### config.mk
export PLATFORM = sky130hd
export DESIGN_NAME = positional_ordered_list
export DESIGN_NICKNAME = d
export VERILOG_FILES = /design/src/pol_pkg.sv /design/src/positional_ordered_list.sv /design/src/pol_ram.sv
export SDC_FILE = /design/constraint.sdc
export NUM_CORES = 2
export LEC_CHECK = 0
export ABC_AREA = 0
export BUFFER_PORTS_ARGS = -buffer_cell sky130_fd_sc_hd__buf_2
export CAP_MARGIN = 20
export CORE_UTILIZATION = 30
export CTS_CLUSTER_DIAMETER = 100
export DETAILED_ROUTE_END_ITERATION = 7
export PLACE_DENSITY_LB_ADDON = 0.1
export SYNTH_ARGS = -nofsm -noshare
export SYNTH_HDL_FRONTEND = slang
export SYNTH_HIERARCHICAL = 1
export SYNTH_SLANG_ARGS = --single-unit
### constraint.sdc
create_clock -name i_clk -period 8.1 [get_ports i_clk]
set_clock_uncertainty 0.2 [all_clocks]
set_input_delay 1.62 -clock i_clk [delete_from_list [all_inputs] [get_ports i_clk]]
set_output_delay 1.62 -clock i_clk [all_outputs]
set_load 0.01 [all_outputs]
### src/pol_pkg.sv
// Shared constants for the positional ordered list block.
package pol_pkg;

    localparam int CAPACITY = 64;

    localparam int OPCODE_W = 2;
    localparam int VALUE_W  = 32;
    localparam int POS_W    = 7;
    localparam int STATUS_W = 2;
    localparam int LEN_W    = 7;

    // Stream payload widths: fields packed from bit 0 and padded to whole bytes.
    localparam int S_TDATA_W = ((VALUE_W + POS_W + 7) / 8) * 8;
    localparam int M_TDATA_W = ((VALUE_W + LEN_W + 7) / 8) * 8;

    localparam logic [OPCODE_W-1:0] OP_INSERT = 2'd0;
    localparam logic [OPCODE_W-1:0] OP_DELETE = 2'd1;
    localparam logic [OPCODE_W-1:0] OP_DUMP   = 2'd2;

    localparam logic [STATUS_W-1:0] ST_DONE  = 2'd0;
    localparam logic [STATUS_W-1:0] ST_EMPTY = 2'd1;
    localparam logic [STATUS_W-1:0] ST_FULL  = 2'd2;
    localparam logic [STATUS_W-1:0] ST_ENTRY = 2'd3;

endpackage

### src/positional_ordered_list.sv
// Top level of the positional ordered list: command sequencer around one entry RAM.
//
// Commands arrive on the s_axis channel: tuser carries the opcode (insert, delete,
// dump) and tdata the value and the zero-based position. Results leave on the
// m_axis channel: tuser carries the status, tdata the entry value and the list
// length after the command, and tlast marks the final result of a command.
// Entries sit packed from address 0 in one RAM with a registered read port.
// An insert moves the entries at and behind its position up by one address, a
// delete moves the entries behind its position down by one; reads and writes of
// that move overlap, each entry being written while the next one is read.
// Insert and delete give one transaction. A dump streams one entry per cycle
// while the receiver keeps tready high, reading each entry one address ahead.
// One command is in work at a time: s_axis_tready is high only while idle, but
// the output register lets the next command start while a result waits.
// A stalled receiver holds the result and pauses the dump in place.
// Reset empties the list at once; no clearing pass over the RAM is needed.
module positional_ordered_list #(
    parameter int P_CAPACITY = pol_pkg::CAPACITY
) (
    input  logic                          i_clk,
    input  logic                          i_rst_n,
    input  logic                          s_axis_tvalid,
    output logic                          s_axis_tready,
    // [31:0] value, [38:32] position, upper bits zero
    input  logic [pol_pkg::S_TDATA_W-1:0] s_axis_tdata,
    // [1:0] opcode
    input  logic [pol_pkg::OPCODE_W-1:0]  s_axis_tuser,
    output logic                          m_axis_tvalid,
    input  logic                          m_axis_tready,
    // [31:0] entry_value, [38:32] list_length, upper bits zero
    output logic [pol_pkg::M_TDATA_W-1:0] m_axis_tdata,
    // [1:0] status
    output logic [pol_pkg::STATUS_W-1:0]  m_axis_tuser,
    output logic                          m_axis_tlast
);

    localparam int AW = (P_CAPACITY > 1) ? $clog2(P_CAPACITY) : 1;
    localparam int CW = $clog2(P_CAPACITY + 1);
    localparam int VW = pol_pkg::VALUE_W;
    localparam int PW = pol_pkg::POS_W;
    localparam int SW = pol_pkg::STATUS_W;
    localparam int LW = pol_pkg::LEN_W;

    typedef enum logic [5:0] {
        S_IDLE  = 6'b000001,
        S_SHIFT = 6'b000010,
        S_DRAIN = 6'b000100,
        S_PUT   = 6'b001000,
        S_DUMP  = 6'b010000,
        S_RESP  = 6'b100000
    } t_state;

    t_state r_state, n_state;

    logic [pol_pkg::OPCODE_W-1:0] r_op, n_op;
    logic [VW-1:0] r_val, n_val;
    logic [AW-1:0] r_pos, n_pos;
    logic [CW-1:0] r_rd_addr, n_rd_addr;
    logic [AW-1:0] r_wr_addr, n_wr_addr;
    logic          r_wr_pend, n_wr_pend;
    logic [SW-1:0] r_status, n_status;
    logic [CW-1:0] r_count, n_count;

    logic          r_out_valid;
    logic [VW-1:0] r_out_value;
    logic [SW-1:0] r_out_status;
    logic [CW-1:0] r_out_len;
    logic          r_out_last;

    logic          out_free;
    logic          out_load;
    logic [VW-1:0] out_value;
    logic [SW-1:0] out_status;
    logic          out_last;

    logic          ram_wr_en;
    logic [AW-1:0] ram_wr_addr;
    logic [VW-1:0] ram_wr_data;
    logic          ram_rd_en;
    logic [AW-1:0] ram_rd_addr;
    logic [VW-1:0] ram_rd_data;

    logic [pol_pkg::OPCODE_W-1:0] in_opcode;
    logic [VW-1:0] in_value;
    logic [PW-1:0] in_pos;
    logic [PW-1:0] count_ext;
    logic [PW-1:0] ins_pos;
    logic [PW-1:0] del_pos;
    logic          is_full;
    logic          is_empty;
    logic          last_read;

    assign in_opcode = s_axis_tuser;
    assign in_value  = s_axis_tdata[VW-1:0];
    assign in_pos    = s_axis_tdata[VW+PW-1:VW];

    assign count_ext = PW'(r_count);
    assign is_full   = (r_count == CW'(P_CAPACITY));
    assign is_empty  = (r_count == '0);
    // Positions past the end act on the tail.
    assign ins_pos   = (in_pos > count_ext) ? count_ext : in_pos;
    assign del_pos   = (in_pos > count_ext - PW'(1)) ? count_ext - PW'(1) : in_pos;

    assign last_read = (r_op == pol_pkg::OP_INSERT) ? (r_rd_addr == CW'(r_pos))
                                                    : (r_rd_addr == r_count - CW'(1));

    assign out_free      = !r_out_valid || m_axis_tready;
    assign s_axis_tready = (r_state == S_IDLE);

    always_comb begin
        n_state     = r_state;
        n_op        = r_op;
        n_val       = r_val;
        n_pos       = r_pos;
        n_rd_addr   = r_rd_addr;
        n_wr_addr   = r_wr_addr;
        n_wr_pend   = r_wr_pend;
        n_status    = r_status;
        n_count     = r_count;
        ram_rd_en   = 1'b0;
        ram_rd_addr = r_rd_addr[AW-1:0];
        ram_wr_en   = 1'b0;
        ram_wr_addr = r_wr_addr;
        ram_wr_data = ram_rd_data;
        out_load    = 1'b0;
        out_value   = '0;
        out_status  = r_status;
        out_last    = 1'b1;

        case (r_state)
            S_IDLE: begin
                if (s_axis_tvalid) begin
                    n_op      = in_opcode;
                    n_val     = in_value;
                    n_wr_pend = 1'b0;
                    case (in_opcode)
                        pol_pkg::OP_INSERT: begin
                            if (is_full) begin
                                n_status = pol_pkg::ST_FULL;
                                n_state  = S_RESP;
                            end else begin
                                n_status = pol_pkg::ST_DONE;
                                n_pos    = AW'(ins_pos);
                                if (ins_pos == count_ext) begin
                                    n_state = S_PUT;
                                end else begin
                                    n_rd_addr = r_count - CW'(1);
                                    n_state   = S_SHIFT;
                                end
                            end
                        end
                        pol_pkg::OP_DELETE: begin
                            if (is_empty) begin
                                n_status = pol_pkg::ST_EMPTY;
                                n_state  = S_RESP;
                            end else begin
                                n_status = pol_pkg::ST_DONE;
                                n_pos    = AW'(del_pos);
                                if (del_pos == count_ext - PW'(1)) begin
                                    n_count = r_count - CW'(1);
                                    n_state = S_RESP;
                                end else begin
                                    n_rd_addr = CW'(del_pos) + CW'(1);
                                    n_state   = S_SHIFT;
                                end
                            end
                        end
                        pol_pkg::OP_DUMP: begin
                            if (is_empty) begin
                                n_status = pol_pkg::ST_EMPTY;
                                n_state  = S_RESP;
                            end else begin
                                ram_rd_en   = 1'b1;
                                ram_rd_addr = '0;
                                n_rd_addr   = CW'(1);
                                n_state     = S_DUMP;
                            end
                        end
                        default: begin
                            n_status = pol_pkg::ST_DONE;
                            n_state  = S_RESP;
                        end
                    endcase
                end
            end
            S_SHIFT: begin
                // Read one entry while the previously read one is written to its
                // neighbor; the two addresses never coincide.
                ram_rd_en = 1'b1;
                ram_wr_en = r_wr_pend;
                n_wr_pend = 1'b1;
                if (r_op == pol_pkg::OP_INSERT) begin
                    n_wr_addr = r_rd_addr[AW-1:0] + AW'(1);
                end else begin
                    n_wr_addr = r_rd_addr[AW-1:0] - AW'(1);
                end
                if (last_read) begin
                    n_state = S_DRAIN;
                end else if (r_op == pol_pkg::OP_INSERT) begin
                    n_rd_addr = r_rd_addr - CW'(1);
                end else begin
                    n_rd_addr = r_rd_addr + CW'(1);
                end
            end
            S_DRAIN: begin
                ram_wr_en = 1'b1;
                n_wr_pend = 1'b0;
                if (r_op == pol_pkg::OP_INSERT) begin
                    n_state = S_PUT;
                end else begin
                    n_count = r_count - CW'(1);
                    n_state = S_RESP;
                end
            end
            S_PUT: begin
                ram_wr_en   = 1'b1;
                ram_wr_addr = r_pos;
                ram_wr_data = r_val;
                n_count     = r_count + CW'(1);
                n_state     = S_RESP;
            end
            S_DUMP: begin
                if (out_free) begin
                    out_load   = 1'b1;
                    out_value  = ram_rd_data;
                    out_status = pol_pkg::ST_ENTRY;
                    out_last   = (r_rd_addr == r_count);
                    if (r_rd_addr == r_count) begin
                        n_state = S_IDLE;
                    end else begin
                        ram_rd_en = 1'b1;
                        n_rd_addr = r_rd_addr + CW'(1);
                    end
                end
            end
            S_RESP: begin
                if (out_free) begin
                    out_load = 1'b1;
                    n_state  = S_IDLE;
                end
            end
            default: begin
                n_state = S_IDLE;
            end
        endcase
    end

    always_ff @(posedge i_clk) begin
        if (!i_rst_n) begin
            r_state   <= S_IDLE;
            r_count   <= '0;
            r_wr_pend <= 1'b0;
        end else begin
            r_state   <= n_state;
            r_count   <= n_count;
            r_wr_pend <= n_wr_pend;
        end
    end

    always_ff @(posedge i_clk) begin
        r_op      <= n_op;
        r_val     <= n_val;
        r_pos     <= n_pos;
        r_rd_addr <= n_rd_addr;
        r_wr_addr <= n_wr_addr;
        r_status  <= n_status;
    end

    always_ff @(posedge i_clk) begin
        if (!i_rst_n) begin
            r_out_valid <= 1'b0;
        end else if (out_load) begin
            r_out_valid <= 1'b1;
        end else if (m_axis_tready) begin
            r_out_valid <= 1'b0;
        end
    end

    // The length is taken after the count update of the finishing command.
    always_ff @(posedge i_clk) begin
        if (out_load) begin
            r_out_value  <= out_value;
            r_out_status <= out_status;
            r_out_len    <= r_count;
            r_out_last   <= out_last;
        end
    end

    pol_ram #(
        .P_WIDTH (VW),
        .P_DEPTH (P_CAPACITY)
    ) u_entries (
        .i_clk     (i_clk),
        .i_wr_en   (ram_wr_en),
        .i_wr_addr (ram_wr_addr),
        .i_wr_data (ram_wr_data),
        .i_rd_en   (ram_rd_en),
        .i_rd_addr (ram_rd_addr),
        .o_rd_data (ram_rd_data)
    );

    assign m_axis_tvalid = r_out_valid;
    assign m_axis_tdata  = {(pol_pkg::M_TDATA_W - VW - LW)'(0), LW'(r_out_len), r_out_value};
    assign m_axis_tuser  = r_out_status;
    assign m_axis_tlast  = r_out_last;

endmodule

### src/pol_ram.sv
// Generic simple dual-port RAM with one write port and a registered read port.
module pol_ram #(
    parameter int P_WIDTH = 32,
    parameter int P_DEPTH = 64,
    localparam int AW = (P_DEPTH > 1) ? $clog2(P_DEPTH) : 1
) (
    input  logic               i_clk,
    input  logic               i_wr_en,
    input  logic [AW-1:0]      i_wr_addr,
    input  logic [P_WIDTH-1:0] i_wr_data,
    input  logic               i_rd_en,
    input  logic [AW-1:0]      i_rd_addr,
    output logic [P_WIDTH-1:0] o_rd_data
);

    logic [P_WIDTH-1:0] r_mem [P_DEPTH];
    logic [P_WIDTH-1:0] r_rd_data;

    always_ff @(posedge i_clk) begin
        if (i_wr_en) begin
            r_mem[i_wr_addr] <= i_wr_data;
        end
    end

    // Read data holds between reads.
    always_ff @(posedge i_clk) begin
        if (i_rd_en) begin
            r_rd_data <= r_mem[i_rd_addr];
        end
    end

    assign o_rd_data = r_rd_data;

endmodule
==> results_dict.tcl <==
set metrics [dict create \
    outcome "complete, no violations" \
    slew_viol_final 0 \
    synth.ff_latch_count 2192 \
    cts_buffers 242 \
    place_ws_ns 1.41 \
    dp_hpwl_mm 150 \
    wire_per_inst_um 31.4 \
    initial_core_util 0.302 \
    design.core.area_um2 283000 \
    synth_top_area_frac 0.766 \
    synth_edf_count 2177 \
    r2r-end "u_entries/o_rd_data[29]" \
    slew_headroom 0.178 \
    yosysTopAreaCell "edfxtp_1" \
    clkPwrFrac 0.436 \
    overflow 0 \
    dieArea_um2 287000 \
    fmax_mhz 164 \
    holdPathEnd "r_wr_pend" \
    setup_violations 0 \
    hold_path_class "flip-flop to flip-flop" \
    antenna_found_initial 18 \
    dp_cells 7879 \
    async_flop_share 0 \
    via_count 42200 \
    cts-resized-gates 0 \
    grt_pass1_vias 43300 \
    crit_path_start_kind "flip-flop" \
    total_power_mw 24.6 \
    p_switching_mw 5.42 \
    path_class "flip-flop to flip-flop" \
    grt_pass1_wl_mm 360 \
    reg2reg_from "count_ext[1]" \
    drive_gt1_frac 0.288 \
    fin_cells 8329 \
    row_count 195 \
    timing.final.crit_share 0.754 \
    worst_slack_ns 1.99 \
    leakagePower_nw 31.3 \
    netlist_top_cells_area "edfxtp_1 (77%), mux4_2 (13%), nand2_1 (0.80%)" \
    drc 0 \
    antenna_left 0 \
    fin_util 0.352 \
    clock-sinks 2192 \
    hold_ws_ns 0.291 \
    cts_setup_buffers 0 \
    io_pins 91 \
    synth_cell_types 80 \
    netlist_area_um2 85400 \
    yosysWarnings 6 \
    holdBufCountCts 0 \
    drtIter0Drc 4079 \
    clk_pin_slew_ns 0.06 \
    yosysSeqAreaShare 0.769 \
    layout_commonest_cell "edfxtp_1" \
    nNetsFinal 4452 \
    finalInstanceArea_um2 99600 \
    rsz0062_at_grt "no" \
    first_pass_iters 5 \
    syn_area_per_cell_um2 21.1 \
    worstSkewPairLatency_ns 0.91 \
    portBuffers 88 \
    via_per_inst 5.06 \
    routabilityCongestion 0.749 \
    seq_area_um2 65700 \
    critPathArrivalTime_ns 6.51 \
    die_x_um 535 \
    placed_area_um2 91900 \
    syn-num-nets 4118 \
    crit_required_ns 8.50 \
    clock_path_buffers 4 \
    cts_root_buffer "clkbuf_16" \
    combPwrFrac 0.057 \
    cellPowerDensity_nw_per_um2 247 \
    track_usage 0.181 \
    hold_violations 0 \
    p_seq_frac 0.506 \
    grt_max_degree 65 \
    worst_slew_pin_slew_ns 1.23 \
    synthCells 4047 \
    cts_max_level 4 \
    wl_mm 262 \
    layout_common_cells "edfxtp_1 (2177), mux4_2 (500), clkbuf_16 (245), buf_4 (209), nand2_1 (150)" \
    tns_ns 0 \
    crit_path_end_kind "flip-flop" \
    layout_min_cycle_time_ns 6.11 \
    drv_cap 0 \
    synthFlopType "edfxtp_1" \
    peakVddDrop_v 0.000185 \
    multi_input_area_um2 19000 \
    min_from "r_wr_pend" \
    cp_max_fo 46 \
    holdPathStages 2 \
    p_sw_frac 0.221 \
    cts_tree "built" \
    timing.reg2reg.setup_slack_ns 1.99 \
    syn_to_final_growth_pct 16.6 \
    n_fill_cell 26300 \
    p_int_mw 19.1 \
    rr_worst_depth 13 \
    die_h_um 535 \
]
==> area by class of cell <==
cell class / count / area share
flip-flops and latches: 2192 / 0.660
repair buffers: 321 / 0.0252
multi-input cells: 1601 / 0.191
well taps: 3743 / 0.0470
clock inverters: 143 / 0.0125
clock buffers: 297 / 0.0635
inverters: 23 / 0.000867
diodes: 9 / 0.000226
==> cells by family (layout without fill, tap and decap cells) <==
kind of cell / count (synthesis) / in the layout / share of synthesized area
flops: 2192 / 2192 / 0.769
mux: 573 / 573 / 0.141
simple gates: 525 / 525 / 0.0289
compound gates: 421 / 421 / 0.0358
buf+inv: 254 / 784 / 0.0155
xor+xnor: 52 / 52 / 0.00534
fa+ha+maj: 29 / 29 / 0.00427
other cells: 1 / 10 / 0.0000439
==> state kept, by name, summed over array words and instances (netlist names), 7 cells and up <==
signal and flops:
u_entries/o_rd_data 32, r_out_value 32, r_out_len 7, u_entries/r_mem 2048
r_rd_addr 7, count_ext 7, r_val 32
==> metal layers <==
layer,GRT usage,part of all wire
met5,0,0.000061
met4,0.0437,0.021
met3,0.0267,0.054
met2,0.286,0.47
met1,0.262,0.46
==> worst max path at each step <==
stage	slack [ns]	start	end	depth (start not counted)
CTS	2.03	count_ext[1]	u_entries/o_rd_data[27]	14
global placement	1.23	s_axis_tuser[0]	u_entries/o_rd_data[20]	13
floorplan	3.18	r_state[4]	u_entries/r_mem[40][0]	10
detailed placement	1.41	s_axis_tuser[0]	u_entries/o_rd_data[27]	13
finish	1.99	count_ext[1]	u_entries/o_rd_data[29]	13
global route	1.71	count_ext[4]	u_entries/o_rd_data[16]	12
==> power by group through the flow <==
stage | combinational [mW] | clock, mW | sequential, mW
after floorplan | 0.831 | 0 | 12.7
after global placement | 1.43 | 0 | 12.7
after detailed placement | 1.43 | 0 | 12.7
after CTS | 1.43 | 11.0 | 12.4
after global routing | 1.50 | 11.4 | 12.4
final | 1.41 | 10.7 | 12.4
==> Yosys cell counts (7+ instances only) <==
cell type,instances
buf_1,14
xnor2_1,34
a221oi_1,38
nand2_1,182
and3_1,40
a211oi_1,22
buf_6,22
a21boi_0,7
a221oi_2,12
nor2b_1,22
and2_1,7
mux2_2,21
a22oi_1,54
nand3b_1,8
o22ai_1,85
clkbuf_1,112
buf_2,39
nand4_1,13
o31ai_1,9
nor2_1,148
buf_4,41
ha_1,24
nor3_1,10
nand3_1,39
inv_1,20
edfxtp_1,2177
a21oi_1,76
a22o_1,35
o221ai_1,18
or3_1,7
mux2i_1,48
nand2b_1,13
o21ai_0,29
xor2_1,18
mux4_2,500
dfxtp_1,15
==> worst max-delay path, stage by stage, from the launching register on <==
cell and delay [ns]:
dfxtp_1 0.50, inv_1 0.27, ha_1 0.21, nand2_1 0.07, nor3_1 0.45, nor2b_1 0.17, and2_0 0.51, nor2_4 0.56
buf_12 0.33, buf_12 0.40, mux4_2 0.59, a22o_1 0.25, a221oi_1 0.93, a221oi_1 0.27
Note: power is estimated with default switching activity, not from simulation.
